==> config.mk <==
export PLATFORM = sky130hd
export DESIGN_NAME = shake_detector_windowed_variance_core_flat
export DESIGN_NICKNAME = d
export VERILOG_FILES = /design/src/shkd_pkg.sv /design/src/shkd_sample_if.sv /design/src/shkd_result_if.sv /design/src/shake_detector_windowed_variance_core.sv /design/src/flat_wrapper.sv
export SDC_FILE = /design/constraint.sdc
export NUM_CORES = 2
export LEC_CHECK = 0
export BUFFER_PORTS_ARGS = -buffer_cell sky130_fd_sc_hd__buf_4
export CELL_PAD_IN_SITES_DETAIL_PLACEMENT = 0
export CELL_PAD_IN_SITES_GLOBAL_PLACEMENT = 1
export CORE_MARGIN = 2
export CORE_UTILIZATION = 40
export CTS_CLUSTER_SIZE = 8
export DETAILED_ROUTE_END_ITERATION = 10
export PLACE_DENSITY_LB_ADDON = 0.15
export SKIP_CTS_REPAIR_TIMING = 1
export SYNTH_ARGS = -nofsm -noshare
export SYNTH_HDL_FRONTEND = slang
export SYNTH_SLANG_ARGS = --single-unit
==> constraint.sdc <==
create_clock -name clk -period 25 [get_ports clk]
set_clock_uncertainty 0.15 [all_clocks]
set_input_delay 2.5 -clock clk [delete_from_list [all_inputs] [get_ports clk]]
set_output_delay 2.5 -clock clk [all_outputs]
set_load 0.05 [all_outputs]
==> src/shkd_pkg.sv <==
// package for the shake detector: sizes, register indexes, state and axis codes
`default_nettype none

package shkd_pkg;

    localparam int WINDOW      = 20;
    localparam int SAMPLE_BITS = 16;

    // fixed field widths
    localparam int ACCEL_W = 16;
    localparam int TS_W    = 48;
    localparam int THR_W   = 15;
    localparam int MINI_W  = 32;
    localparam int CFG_W   = 32;
    localparam int CFG_IDX_W = 1;

    // derived sizes
    localparam int CLOG_N = $clog2(WINDOW);
    localparam int IDX_W  = (CLOG_N < 1) ? 1 : CLOG_N;
    localparam int FILL_W = $clog2(WINDOW + 1);
    localparam int MAG_W  = SAMPLE_BITS + CLOG_N;
    localparam int SUM_W  = MAG_W + 1;
    localparam int SQ_W   = (MAG_W > THR_W) ? MAG_W : THR_W;
    localparam int PROD_W = 2 * SQ_W;
    localparam int SSQ_W  = 2 * SAMPLE_BITS - 1 + CLOG_N;
    localparam int D_W    = 2 * SAMPLE_BITS - 1 + 2 * CLOG_N;
    localparam int LIM_W  = 2 * THR_W + 2 * CLOG_N;
    localparam int CMP_W  = ((D_W + 2) > LIM_W) ? (D_W + 2) : LIM_W;

    localparam logic [CFG_IDX_W-1:0] REG_SD_THRESHOLD = 1'd0;
    localparam logic [CFG_IDX_W-1:0] REG_MIN_INTERVAL = 1'd1;

    typedef logic signed [SAMPLE_BITS-1:0] sample_t;

    typedef struct packed {
        sample_t x;
        sample_t y;
        sample_t z;
    } triple_t;

    typedef enum logic [2:0] {
        ST_IDLE,
        ST_ACC,
        ST_SQS,
        ST_DIF,
        ST_THR,
        ST_CMP,
        ST_DONE
    } state_t;

    typedef enum logic [1:0] {
        AX_X,
        AX_Y,
        AX_Z
    } axis_t;

    // low SAMPLE_BITS bits of the raw field, read as two's complement
    function automatic sample_t to_sample(input logic [ACCEL_W-1:0] raw);
        logic [ACCEL_W+SAMPLE_BITS-1:0] wide;
        begin
            wide = {{SAMPLE_BITS{1'b0}}, raw};
            return sample_t'(wide[SAMPLE_BITS-1:0]);
        end
    endfunction

endpackage

`default_nettype wire

==> src/shkd_sample_if.sv <==
// input channel: one three-axis sample with its timestamp
`default_nettype none

interface shkd_sample_if
    import shkd_pkg::*;
();
    logic                      valid;
    logic                      ready;
    logic signed [ACCEL_W-1:0] accel_x;
    logic signed [ACCEL_W-1:0] accel_y;
    logic signed [ACCEL_W-1:0] accel_z;
    logic [TS_W-1:0]           timestamp_us;

    modport source (output valid, output accel_x, output accel_y, output accel_z,
                    output timestamp_us, input ready);
    modport sink   (input valid, input accel_x, input accel_y, input accel_z,
                    input timestamp_us, output ready);
endinterface

`default_nettype wire

==> src/shkd_result_if.sv <==
// output channel: shake flags for one sample
`default_nettype none

interface shkd_result_if;
    logic valid;
    logic ready;
    logic shake_event;
    logic shake_too_soon;
    logic window_evaluated;

    modport source (output valid, output shake_event, output shake_too_soon,
                    output window_evaluated, input ready);
    modport sink   (input valid, input shake_event, input shake_too_soon,
                    input window_evaluated, output ready);
endinterface

`default_nettype wire

==> src/shake_detector_windowed_variance_core.sv <==
// shake detector: sample windows, shared squarer sequencer and result register
//
//  channel   dir   handshake       payload
//  sample    in    valid/ready     accel_x, accel_y, accel_z, timestamp_us
//  result    out   valid/ready     shake_event, shake_too_soon, window_evaluated
//  cfg       in    cfg_we          cfg_index, cfg_data
//
// a word taken while the windows fill goes straight to the done state; once full
// the single squarer walks each axis window in turn before the word is done. reset
// empties the windows and clears the last shake time, no clearing pass. a finished
// word waits in the result register while the next sample is taken; the sequencer
// only stalls in its last state.
`default_nettype none

module shake_detector_windowed_variance_core
    import shkd_pkg::*;
(
    input  wire logic                 clk,
    input  wire logic                 rst_n,
    shkd_sample_if.sink               sample,
    shkd_result_if.source             result,
    input  wire logic                 cfg_we,
    input  wire logic [CFG_IDX_W-1:0] cfg_index,
    input  wire logic [CFG_W-1:0]     cfg_data
);

    state_t state_reg, state_next;

    triple_t             win_reg [WINDOW];
    logic [FILL_W-1:0]   fill_reg;
    logic [IDX_W-1:0]    oldest_reg;
    logic [IDX_W-1:0]    idx_reg;
    axis_t               axis_reg;
    logic [TS_W-1:0]     ts_reg;
    logic [TS_W-1:0]     last_shake_reg;
    logic [THR_W-1:0]    thr_reg;
    logic [MINI_W-1:0]   min_int_reg;

    logic signed [SUM_W-1:0] sum_reg;
    logic [SSQ_W-1:0]        sumsq_reg;
    logic [PROD_W-1:0]       prod_reg;
    logic [D_W-1:0]          dx_reg, dy_reg, dz_reg;

    logic ev_reg, soon_reg, eval_reg;
    logic out_valid_reg, out_event_reg, out_soon_reg, out_eval_reg;

    logic              in_ready;
    logic              accept;
    logic              full;
    logic [SQ_W-1:0]   sq_op;
    logic [PROD_W-1:0] sq;
    logic              out_free;

    triple_t                 entry;
    sample_t                 v;
    logic [SAMPLE_BITS-1:0]  v_mag;
    logic [SUM_W-1:0]        sum_abs;
    logic [D_W-1:0]          d_new;
    logic [LIM_W-1:0]        lim;
    logic [TS_W-1:0]         elapsed;
    logic                    shake;

    assign accept   = sample.valid && in_ready;
    assign full     = (fill_reg == FILL_W'(WINDOW));
    assign out_free = !out_valid_reg || result.ready;

    assign entry = win_reg[idx_reg];

    always_comb
    begin
        case (axis_reg)
            AX_X:    v = entry.x;
            AX_Y:    v = entry.y;
            AX_Z:    v = entry.z;
            default: v = entry.x;
        endcase
    end

    assign v_mag   = v[SAMPLE_BITS-1] ? SAMPLE_BITS'(-v) : SAMPLE_BITS'(v);
    assign sum_abs = sum_reg[SUM_W-1] ? SUM_W'(-sum_reg) : SUM_W'(sum_reg);

    // shared squarer
    assign sq = PROD_W'(sq_op) * PROD_W'(sq_op);

    // n*sum(v^2) - (sum v)^2, wraps harmlessly as the true value fits
    assign d_new = D_W'(sumsq_reg) * D_W'(WINDOW) - D_W'(prod_reg);

    assign lim     = LIM_W'(prod_reg[2*THR_W-1:0]) * LIM_W'(WINDOW * WINDOW);
    assign elapsed = ts_reg - last_shake_reg;
    assign shake   = (CMP_W'(dx_reg) > CMP_W'(lim))
                  && (CMP_W'(dx_reg) > (CMP_W'(dy_reg) << 2))
                  && (CMP_W'(dx_reg) > (CMP_W'(dz_reg) << 2));

    // next state
    always_comb
    begin
        state_next = state_reg;
        case (state_reg)
            ST_IDLE:
            begin
                if (accept)
                    state_next = full ? ST_ACC : ST_DONE;
            end
            ST_ACC:
            begin
                if (idx_reg == IDX_W'(WINDOW - 1))
                    state_next = ST_SQS;
            end
            ST_SQS: state_next = ST_DIF;
            ST_DIF: state_next = (axis_reg == AX_Z) ? ST_THR : ST_ACC;
            ST_THR: state_next = ST_CMP;
            ST_CMP: state_next = ST_DONE;
            ST_DONE:
            begin
                if (out_free)
                    state_next = ST_IDLE;
            end
            default: state_next = ST_IDLE;
        endcase
    end

    // outputs of the sequencer
    always_comb
    begin
        in_ready = 1'b0;
        sq_op    = '0;
        case (state_reg)
            ST_IDLE: in_ready = 1'b1;
            ST_ACC:  sq_op = SQ_W'(v_mag);
            ST_SQS:  sq_op = SQ_W'(sum_abs[MAG_W-1:0]);
            ST_THR:  sq_op = SQ_W'(thr_reg);
            default: sq_op = '0;
        endcase
    end

    assign sample.ready            = in_ready;
    assign result.valid            = out_valid_reg;
    assign result.shake_event      = out_event_reg;
    assign result.shake_too_soon   = out_soon_reg;
    assign result.window_evaluated = out_eval_reg;

    // control and status
    always_ff @(posedge clk or negedge rst_n)
    begin
        if (!rst_n)
        begin
            state_reg      <= ST_IDLE;
            fill_reg       <= '0;
            oldest_reg     <= '0;
            idx_reg        <= '0;
            axis_reg       <= AX_X;
            last_shake_reg <= '0;
            thr_reg        <= THR_W'(1280);
            min_int_reg    <= MINI_W'(2000000);
            out_valid_reg  <= 1'b0;
        end
        else
        begin
            state_reg <= state_next;

            if (cfg_we)
            begin
                case (cfg_index)
                    REG_SD_THRESHOLD: thr_reg     <= cfg_data[THR_W-1:0];
                    REG_MIN_INTERVAL: min_int_reg <= cfg_data[MINI_W-1:0];
                    default: ;
                endcase
            end

            // a new word enters the result register as the old one leaves
            if ((state_reg == ST_DONE) && out_free)
                out_valid_reg <= 1'b1;
            else if (result.ready)
                out_valid_reg <= 1'b0;

            case (state_reg)
                ST_IDLE:
                begin
                    if (accept)
                    begin
                        idx_reg  <= '0;
                        axis_reg <= AX_X;
                        if (full)
                            oldest_reg <= (oldest_reg == IDX_W'(WINDOW - 1))
                                        ? '0 : oldest_reg + 1'b1;
                        else
                            fill_reg <= fill_reg + 1'b1;
                    end
                end
                ST_ACC:
                begin
                    if (idx_reg != IDX_W'(WINDOW - 1))
                        idx_reg <= idx_reg + 1'b1;
                end
                ST_DIF:
                begin
                    idx_reg <= '0;
                    case (axis_reg)
                        AX_X:    axis_reg <= AX_Y;
                        AX_Y:    axis_reg <= AX_Z;
                        default: axis_reg <= AX_X;
                    endcase
                end
                ST_CMP:
                begin
                    if (shake)
                    begin
                        fill_reg   <= '0;
                        oldest_reg <= '0;
                        if (elapsed > TS_W'(min_int_reg))
                            last_shake_reg <= ts_reg;
                    end
                end
                default: ;
            endcase
        end
    end

    // datapath
    always_ff @(posedge clk)
    begin
        case (state_reg)
            ST_IDLE:
            begin
                if (accept)
                begin
                    if (full)
                        win_reg[oldest_reg] <= '{to_sample(sample.accel_x),
                                                 to_sample(sample.accel_y),
                                                 to_sample(sample.accel_z)};
                    else
                        win_reg[fill_reg[IDX_W-1:0]] <= '{to_sample(sample.accel_x),
                                                          to_sample(sample.accel_y),
                                                          to_sample(sample.accel_z)};
                    ts_reg    <= sample.timestamp_us;
                    sum_reg   <= '0;
                    sumsq_reg <= '0;
                    ev_reg    <= 1'b0;
                    soon_reg  <= 1'b0;
                    eval_reg  <= 1'b0;
                end
            end
            ST_ACC:
            begin
                sum_reg  <= sum_reg + SUM_W'(v);
                prod_reg <= sq;
                // square of the previous entry is registered and added in the following cycle
                if (idx_reg != '0)
                    sumsq_reg <= sumsq_reg + SSQ_W'(prod_reg[2*SAMPLE_BITS-1:0]);
            end
            ST_SQS:
            begin
                sumsq_reg <= sumsq_reg + SSQ_W'(prod_reg[2*SAMPLE_BITS-1:0]);
                prod_reg  <= sq;
            end
            ST_DIF:
            begin
                case (axis_reg)
                    AX_X:    dx_reg <= d_new;
                    AX_Y:    dy_reg <= d_new;
                    default: dz_reg <= d_new;
                endcase
                sum_reg   <= '0;
                sumsq_reg <= '0;
            end
            ST_THR:
            begin
                prod_reg <= sq;
            end
            ST_CMP:
            begin
                eval_reg <= 1'b1;
                if (shake)
                begin
                    if (elapsed > TS_W'(min_int_reg))
                        ev_reg <= 1'b1;
                    else
                        soon_reg <= 1'b1;
                end
            end
            ST_DONE:
            begin
                if (out_free)
                begin
                    out_event_reg <= ev_reg;
                    out_soon_reg  <= soon_reg;
                    out_eval_reg  <= eval_reg;
                end
            end
            default: ;
        endcase
    end

endmodule

`default_nettype wire

==> src/flat_wrapper.sv <==
// flat-port wrapper written by rule: the top's interface ports become plain ports
module shake_detector_windowed_variance_core_flat import shkd_pkg::*;
  (clk, rst_n, cfg_we, cfg_index, cfg_data, sample_valid, sample_accel_x, sample_accel_y, sample_accel_z, sample_timestamp_us, sample_ready, result_valid, result_shake_event, result_shake_too_soon, result_window_evaluated, result_ready);
  shkd_sample_if sample_i ();
  shkd_result_if result_i ();
  input  wire logic clk;
  input  wire logic rst_n;
  input  wire logic cfg_we;
  input  wire logic [CFG_IDX_W-1:0] cfg_index;
  input  wire logic [CFG_W-1:0] cfg_data;
  input wire logic [$bits(sample_i.valid)-1:0] sample_valid;
  input wire logic [$bits(sample_i.accel_x)-1:0] sample_accel_x;
  input wire logic [$bits(sample_i.accel_y)-1:0] sample_accel_y;
  input wire logic [$bits(sample_i.accel_z)-1:0] sample_accel_z;
  input wire logic [$bits(sample_i.timestamp_us)-1:0] sample_timestamp_us;
  output wire logic [$bits(sample_i.ready)-1:0] sample_ready;
  output wire logic [$bits(result_i.valid)-1:0] result_valid;
  output wire logic [$bits(result_i.shake_event)-1:0] result_shake_event;
  output wire logic [$bits(result_i.shake_too_soon)-1:0] result_shake_too_soon;
  output wire logic [$bits(result_i.window_evaluated)-1:0] result_window_evaluated;
  input wire logic [$bits(result_i.ready)-1:0] result_ready;
  assign sample_i.valid = sample_valid;
  assign sample_i.accel_x = sample_accel_x;
  assign sample_i.accel_y = sample_accel_y;
  assign sample_i.accel_z = sample_accel_z;
  assign sample_i.timestamp_us = sample_timestamp_us;
  assign sample_ready = sample_i.ready;
  assign result_valid = result_i.valid;
  assign result_shake_event = result_i.shake_event;
  assign result_shake_too_soon = result_i.shake_too_soon;
  assign result_window_evaluated = result_i.window_evaluated;
  assign result_i.ready = result_ready;
  shake_detector_windowed_variance_core u_core (.clk(clk), .rst_n(rst_n), .sample(sample_i), .result(result_i), .cfg_we(cfg_we), .cfg_index(cfg_index), .cfg_data(cfg_data));
endmodule
-- After elaboration in Yosys (flattened, before gate mapping)
Memories as Yosys holds them, arrays and structs flattened.
Index checks and enable logic that the tools add are counted.
- bits in latches: 0
- output and inout port bits: 5
- bits of input ports: 134
- memories: 1
- memory bits (read-only): 0
- bits in registers: 392
- logic and storage cells: 149
- bits in writable memories: 960
- reduce and logical (&&, ||, !) cells: 35
- multiplexer cells: 51
- $add $sub $neg: 9
- order comparisons: 4
- equality and inequality tests: 22
- shift-type cells: 0
- divide/modulo/power cells: 0
- bitwise logic cells: 2
- multiply operators: 3
- memory list (name ; depth ; width ; rd ports ; clocked after Yosys merged registers in ; wr ports ; line ; source):
    u_core.win_reg ; 20 ; 48 ; 1 ; 0 ; 1 ; shake_detector_windowed_variance_core.sv:29 ; triple_t win_reg [WINDOW];
- operators with widths (cell ; count):
    $pmux W36 S4 ; 1
    $gt A41 B43 Y1 ; 2
    $mux W36 ; 2
    $pmux W22 S3 ; 1
    $pmux W21 S3 ; 1
    $gt A48 B32 Y1 ; 1
    $mux W48 ; 1
    $reduce_or A48 Y1 ; 1
    $sub A48 B48 Y48 ; 1
    $mux W5 ; 9
    $gt A41 B39 Y1 ; 1
    $mul A21 B21 Y41 ; 1
    $sub A41 B41 Y41 ; 1
    $mul A36 B3 Y39 const B ; 1
    $add A36 B32 Y36 ; 1
    $mul A30 B5 Y35 const B ; 1
    $pmux W16 S2 ; 1
    $add A22 B16 Y22 ; 1
    $mux W22 ; 1
    $mux W21 ; 1
    $neg A21 Y21 ; 1
    $pmux W3 S7 ; 1
    $pmux W5 S2 ; 2
    $reduce_and A2 Y1 ; 10
    32 further kinds ; 82

-- Longest topological paths before layout
- word-level depth: 8
- gate-level depth with buffers: 48
- depth with buffers taken out: 42

-- Worst setup path before layout
Ideal clock, no wire load.
- path type: reg-to-reg
- start point: register u_core.idx_reg[0]
- end point: register u_core.prod_reg[37] (data pin)
- cell stages (with the launch flop): 44
- buffers on the path: 5
- setup time: 0.260 ns
- path slack: 14.136 ns
- data required time: 24.590 ns
- clock period less this slack: 10.864 ns
- data arrival time: 10.455 ns
- cell sequence: dfrtp_1 -> buf_6 -> buf_8 -> buf_4 -> buf_2 -> mux4_2 -> nand2_1 -> a21oi_1 -> o41a_1 -> inv_1 -> ha_1 -> inv_1 -> nor3_2 -> a31oi_1 -> xnor2_1 -> a221oi_1 -> clkbuf_1 -> nand2b_1 -> (+8 left out) -> fa_1 -> inv_1 -> fa_1 -> inv_1 -> fa_1 -> inv_1 -> ha_1 -> and4_1 -> a221oi_1 -> o21a_1 -> o311ai_0 -> a2111oi_0 -> o31ai_1 -> nor2b_1 -> o311ai_0 -> a21bo_2 -> nand2b_1 -> xor2_1
- longest elaborated chain between the ends: 6
- RTL lines (item ; line ; source):
    from (decl) ; shake_detector_windowed_variance_core.sv:32 ; logic [IDX_W-1:0] idx_reg;
    from (signal assigned) ; shake_detector_windowed_variance_core.sv:193 ; idx_reg <= idx_reg + 1'b1;
    $mem_v2 Z20 W48 (*) ; -- ;
    $pmux W16 S2 (*) ; shake_detector_windowed_variance_core.sv:71 ; case (axis_reg)
    $neg A16 Y16 ; shake_detector_windowed_variance_core.sv:79 ; assign v_mag = v[SAMPLE_BITS-1] ? SAMPLE_BITS'(-v) : SAMPLE_BITS'(v);
    $mux W16 (*) ; shake_detector_windowed_variance_core.sv:79 ;
    $pmux W21 S3 (*) ; shake_detector_windowed_variance_core.sv:127 ; case (state_reg)
    $mul A21 B21 Y41 (*) ; shake_detector_windowed_variance_core.sv:83 ; assign sq = PROD_W'(sq_op) * PROD_W'(sq_op);
    net u_core.sq[37] ; shake_detector_windowed_variance_core.sv:51 ; logic [PROD_W-1:0] sq;
    to (signal assigned) ; shake_detector_windowed_variance_core.sv:246 ; prod_reg <= sq;
    to (signal assigned) ; shake_detector_windowed_variance_core.sv:254 ; prod_reg <= sq;
    to (signal assigned) ; shake_detector_windowed_variance_core.sv:268 ; prod_reg <= sq;
    to (decl) ; shake_detector_windowed_variance_core.sv:41 ; logic [PROD_W-1:0] prod_reg;
The timed path passes the listed nets; every way through them passes the cells marked *.
A chain may end at the register's enable or synchronous reset.

-- Final worst setup path
Same ends and word-level chain as after synthesis.

==> metrics.md <==
| Metric | Value |
|---|---|
| Routed Wire Length | `217000 µm` |
| Number of synthesized register bits | `1348` |
| Post-synth top area share | `46.9%` |
| # DRC | `0` |
| Max-slew headroom | `11.6%` |
| # rows | `162` |
| Final global-route overflow total | `0` |
| Data required, critical path | `25360 ps` |
| Fin crit period | `14660 ps` |
| Die Y | `448 µm` |
| Sequential cell area fraction in the yosys report | `50.6%` |
| RSZ-0062 raised after global routing | `no` |
| Post-synth top flop | `edfxtp_1` |
| Avg Inst Size Synth | `13.3 µm²` |
| Die width | `448 µm` |
| Post-layout util | `45.3%` |
| Dominant cell type by area after synthesis | `edfxtp_1` |
| Filler cells | `17900` |
| Busiest grt layer | `met2` |
| Pwr dens | `55.4 nW/µm²` |
| CTS Buffer Depth | `3` |
| Crit. path cell count | `39` |
| Final Hold Fails | `0` |
| Max VDD drop | `67.6 µV` |
| PortBufs | `138` |
| Largest net degree at the start of global routing | `87` |
| Drt pass-1 iters | `5` |
| GR met3 Demand/Resource | `2.82%` |
| CP Class | `reg -> reg` |
| Commonest non-fill, non-tap cells in the layout | `edfxtp_1, inv_1, ha_1` |
| Final ANT Viol Nets | `0` |
| Slowest CP cell | `buf_4` |
| GRT Util Overall | `21.8%` |
| Worst hold path cell count | `0` |
| Layout Area Growth over Synthesis | `12.3%` |
| Initial core utilization | `40.3%` |
| Routability cong. | `0.834` |
| CTS clock-pin slew for the worst setup and hold paths | `50 ps` |
| Final period utilization | `58.6%` |
| Post-synth EDFFs | `1232` |
| Post-route cell area | `88500 µm²` |
| Startpoint Class | `flop` |
| Area taken by multi-input logic gates | `35300 µm²` |
| Yosys warns | `0` |
| Leakage | `36.2 nW` |
| Worst-path fanout max | `86` |
| Setup TNS | `0 ps` |
| Met1 usage | `31.2%` |
| Sinks on Clock Net | `1348` |
| CP bufs+invs | `8` |
| I/O pin total | `139` |
| Clk root buf | `clkbuf_16` |
| Crit. End Element | `flop` |
| Nets@finish | `7266` |
| Detailed-placement wirelength estimate | `148000 µm` |
| Worst skew pair latency | `830 ps` |
| Syn Inst Count | `5944` |
| Top cells by area, synth | `edfxtp_1, ha_1, fa_1` |
| Syn Std Cell Area | `78800 µm²` |
| CTS tree | `built` |
| DR WL/cell | `24.5 µm` |
| Global-route wire length before repair | `325000 µm` |
| Critical Path Max Stage Delay | `910 ps` |
| Worst-margin pin slew | `1310 ps` |
| Share of cells above drive strength 1 | `14.1%` |
| Worst Path Arrival | `15030 ps` |
| FF/Latch Area | `39900 µm²` |
| Max Cap Viol | `0` |
| Max reg flops | `960` |
| Die ar. | `201000 µm²` |
| DP Area | `83200 µm²` |
| Worst reg2reg path depth | `39` |
| Vias after detailed routing | `47800` |
| Num CTS Buffers | `190` |
| H-tree depth | `4` |
| Top Family by Delay on Critical Path | `adder cells` |
| Antenna violations before repair | `11` |
| Via/cell ratio | `5.38` |
| Drt initial violations | `3571` |
| Final Setup Violations | `0` |
| Met2 usage | `35.6%` |
| Vias in the first global route | `49600` |
| Worst hold-check path type | `reg -> reg` |
| Commonest non-fill, non-tap cell in the layout | `edfxtp_1` |
| Post-synth ARST share | `8.61%` |
| Max Clock Freq | `68.2 MHz` |
| Critical path's most frequent cell | `fa_1` |
| Max Slew Vio Count | `0` |
| Core footprint | `195000 µm²` |
| Status | `completed` |
| Unique cell type count in the Yosys netlist | `94` |
==> cell usage after synthesis (all sizes together) (107+ instances only) <==
master / n
nor2: 363
dfrtp: 107
mux4: 220
ha: 597
fa: 338
edfxtp: 1232
xnor2: 156
a21oi: 240
mux2: 115
a21o: 144
inv: 785
nand2: 273
o21ai: 173
==> metrics by stage <==
step,hold WS [ps],worst slack [ps],instances,power [mW]
floorplan,250,14140,5945,2.55
finish,267,10340,8887,4.91
global placement,254,10340,8629,2.60
CTS,268,10280,8884,4.97
detailed placement,255,10370,8629,2.60
global route,277,9530,8886,5.06
==> report_power, final <==
group	switching, mW	internal, mW	total [mW]
Sequential	0.00869	2.47	2.48
Clock	0.968	1.38	2.35
Combinational	0.0466	0.0330	0.0797
==> cell type report <==
class	count	area share (%)
Sequential cell	1348	45.1
Multi-Input combinational cell	3642	39.9
Clock buffer	234	5.60
Tap cell	2624	3.71
Inverter	791	3.35
Timing Repair Buffer	224	1.92
Clock inverter	21	0.424
Antenna cell	3	0.00848
==> routing by layer <==
layer | up-vias | wire [µm]
met2 | 964 | 103000
met5 | - | 39
li1 | 22100 | -
met1 | 24500 | 102000
met3 | 232 | 8700
met4 | 6 | 3880
==> logic make-up (layout without fill, tap and decap cells) <==
kind of cell | count (synthesis) | after routing | synth area share, %
fa+ha+maj | 936 | 936 | 18.1
buf+inv | 955 | 1270 | 4.84
other cells | 1 | 5 | 0.00476
simple gates | 1076 | 1076 | 6.52
compound gates | 961 | 961 | 8.17
mux | 407 | 407 | 8.86
flops | 1348 | 1348 | 50.6
xor+xnor | 260 | 260 | 2.89
==> worst paths after layout <==
| check | start | end | slack (ps) |
|---|---|---|---|
| setup / recovery | u_core.idx_reg[0] | u_core.prod_reg[37] | 10340 |
| hold / removal | u_core.eval_reg | u_core.result.window_evaluated | 270 |
| setup reg to reg | u_core.idx_reg[0] | u_core.prod_reg[37] | 10340 |
| hold reg to reg | u_core.eval_reg | u_core.result.window_evaluated | 270 |
| max in group asynchronous | rst_n | u_core.last_shake_reg[6] | 21870 |
| min in group asynchronous | rst_n | u_core.last_shake_reg[14] | 1470 |
No activity file was read; power rests on OpenSTA's default activity.
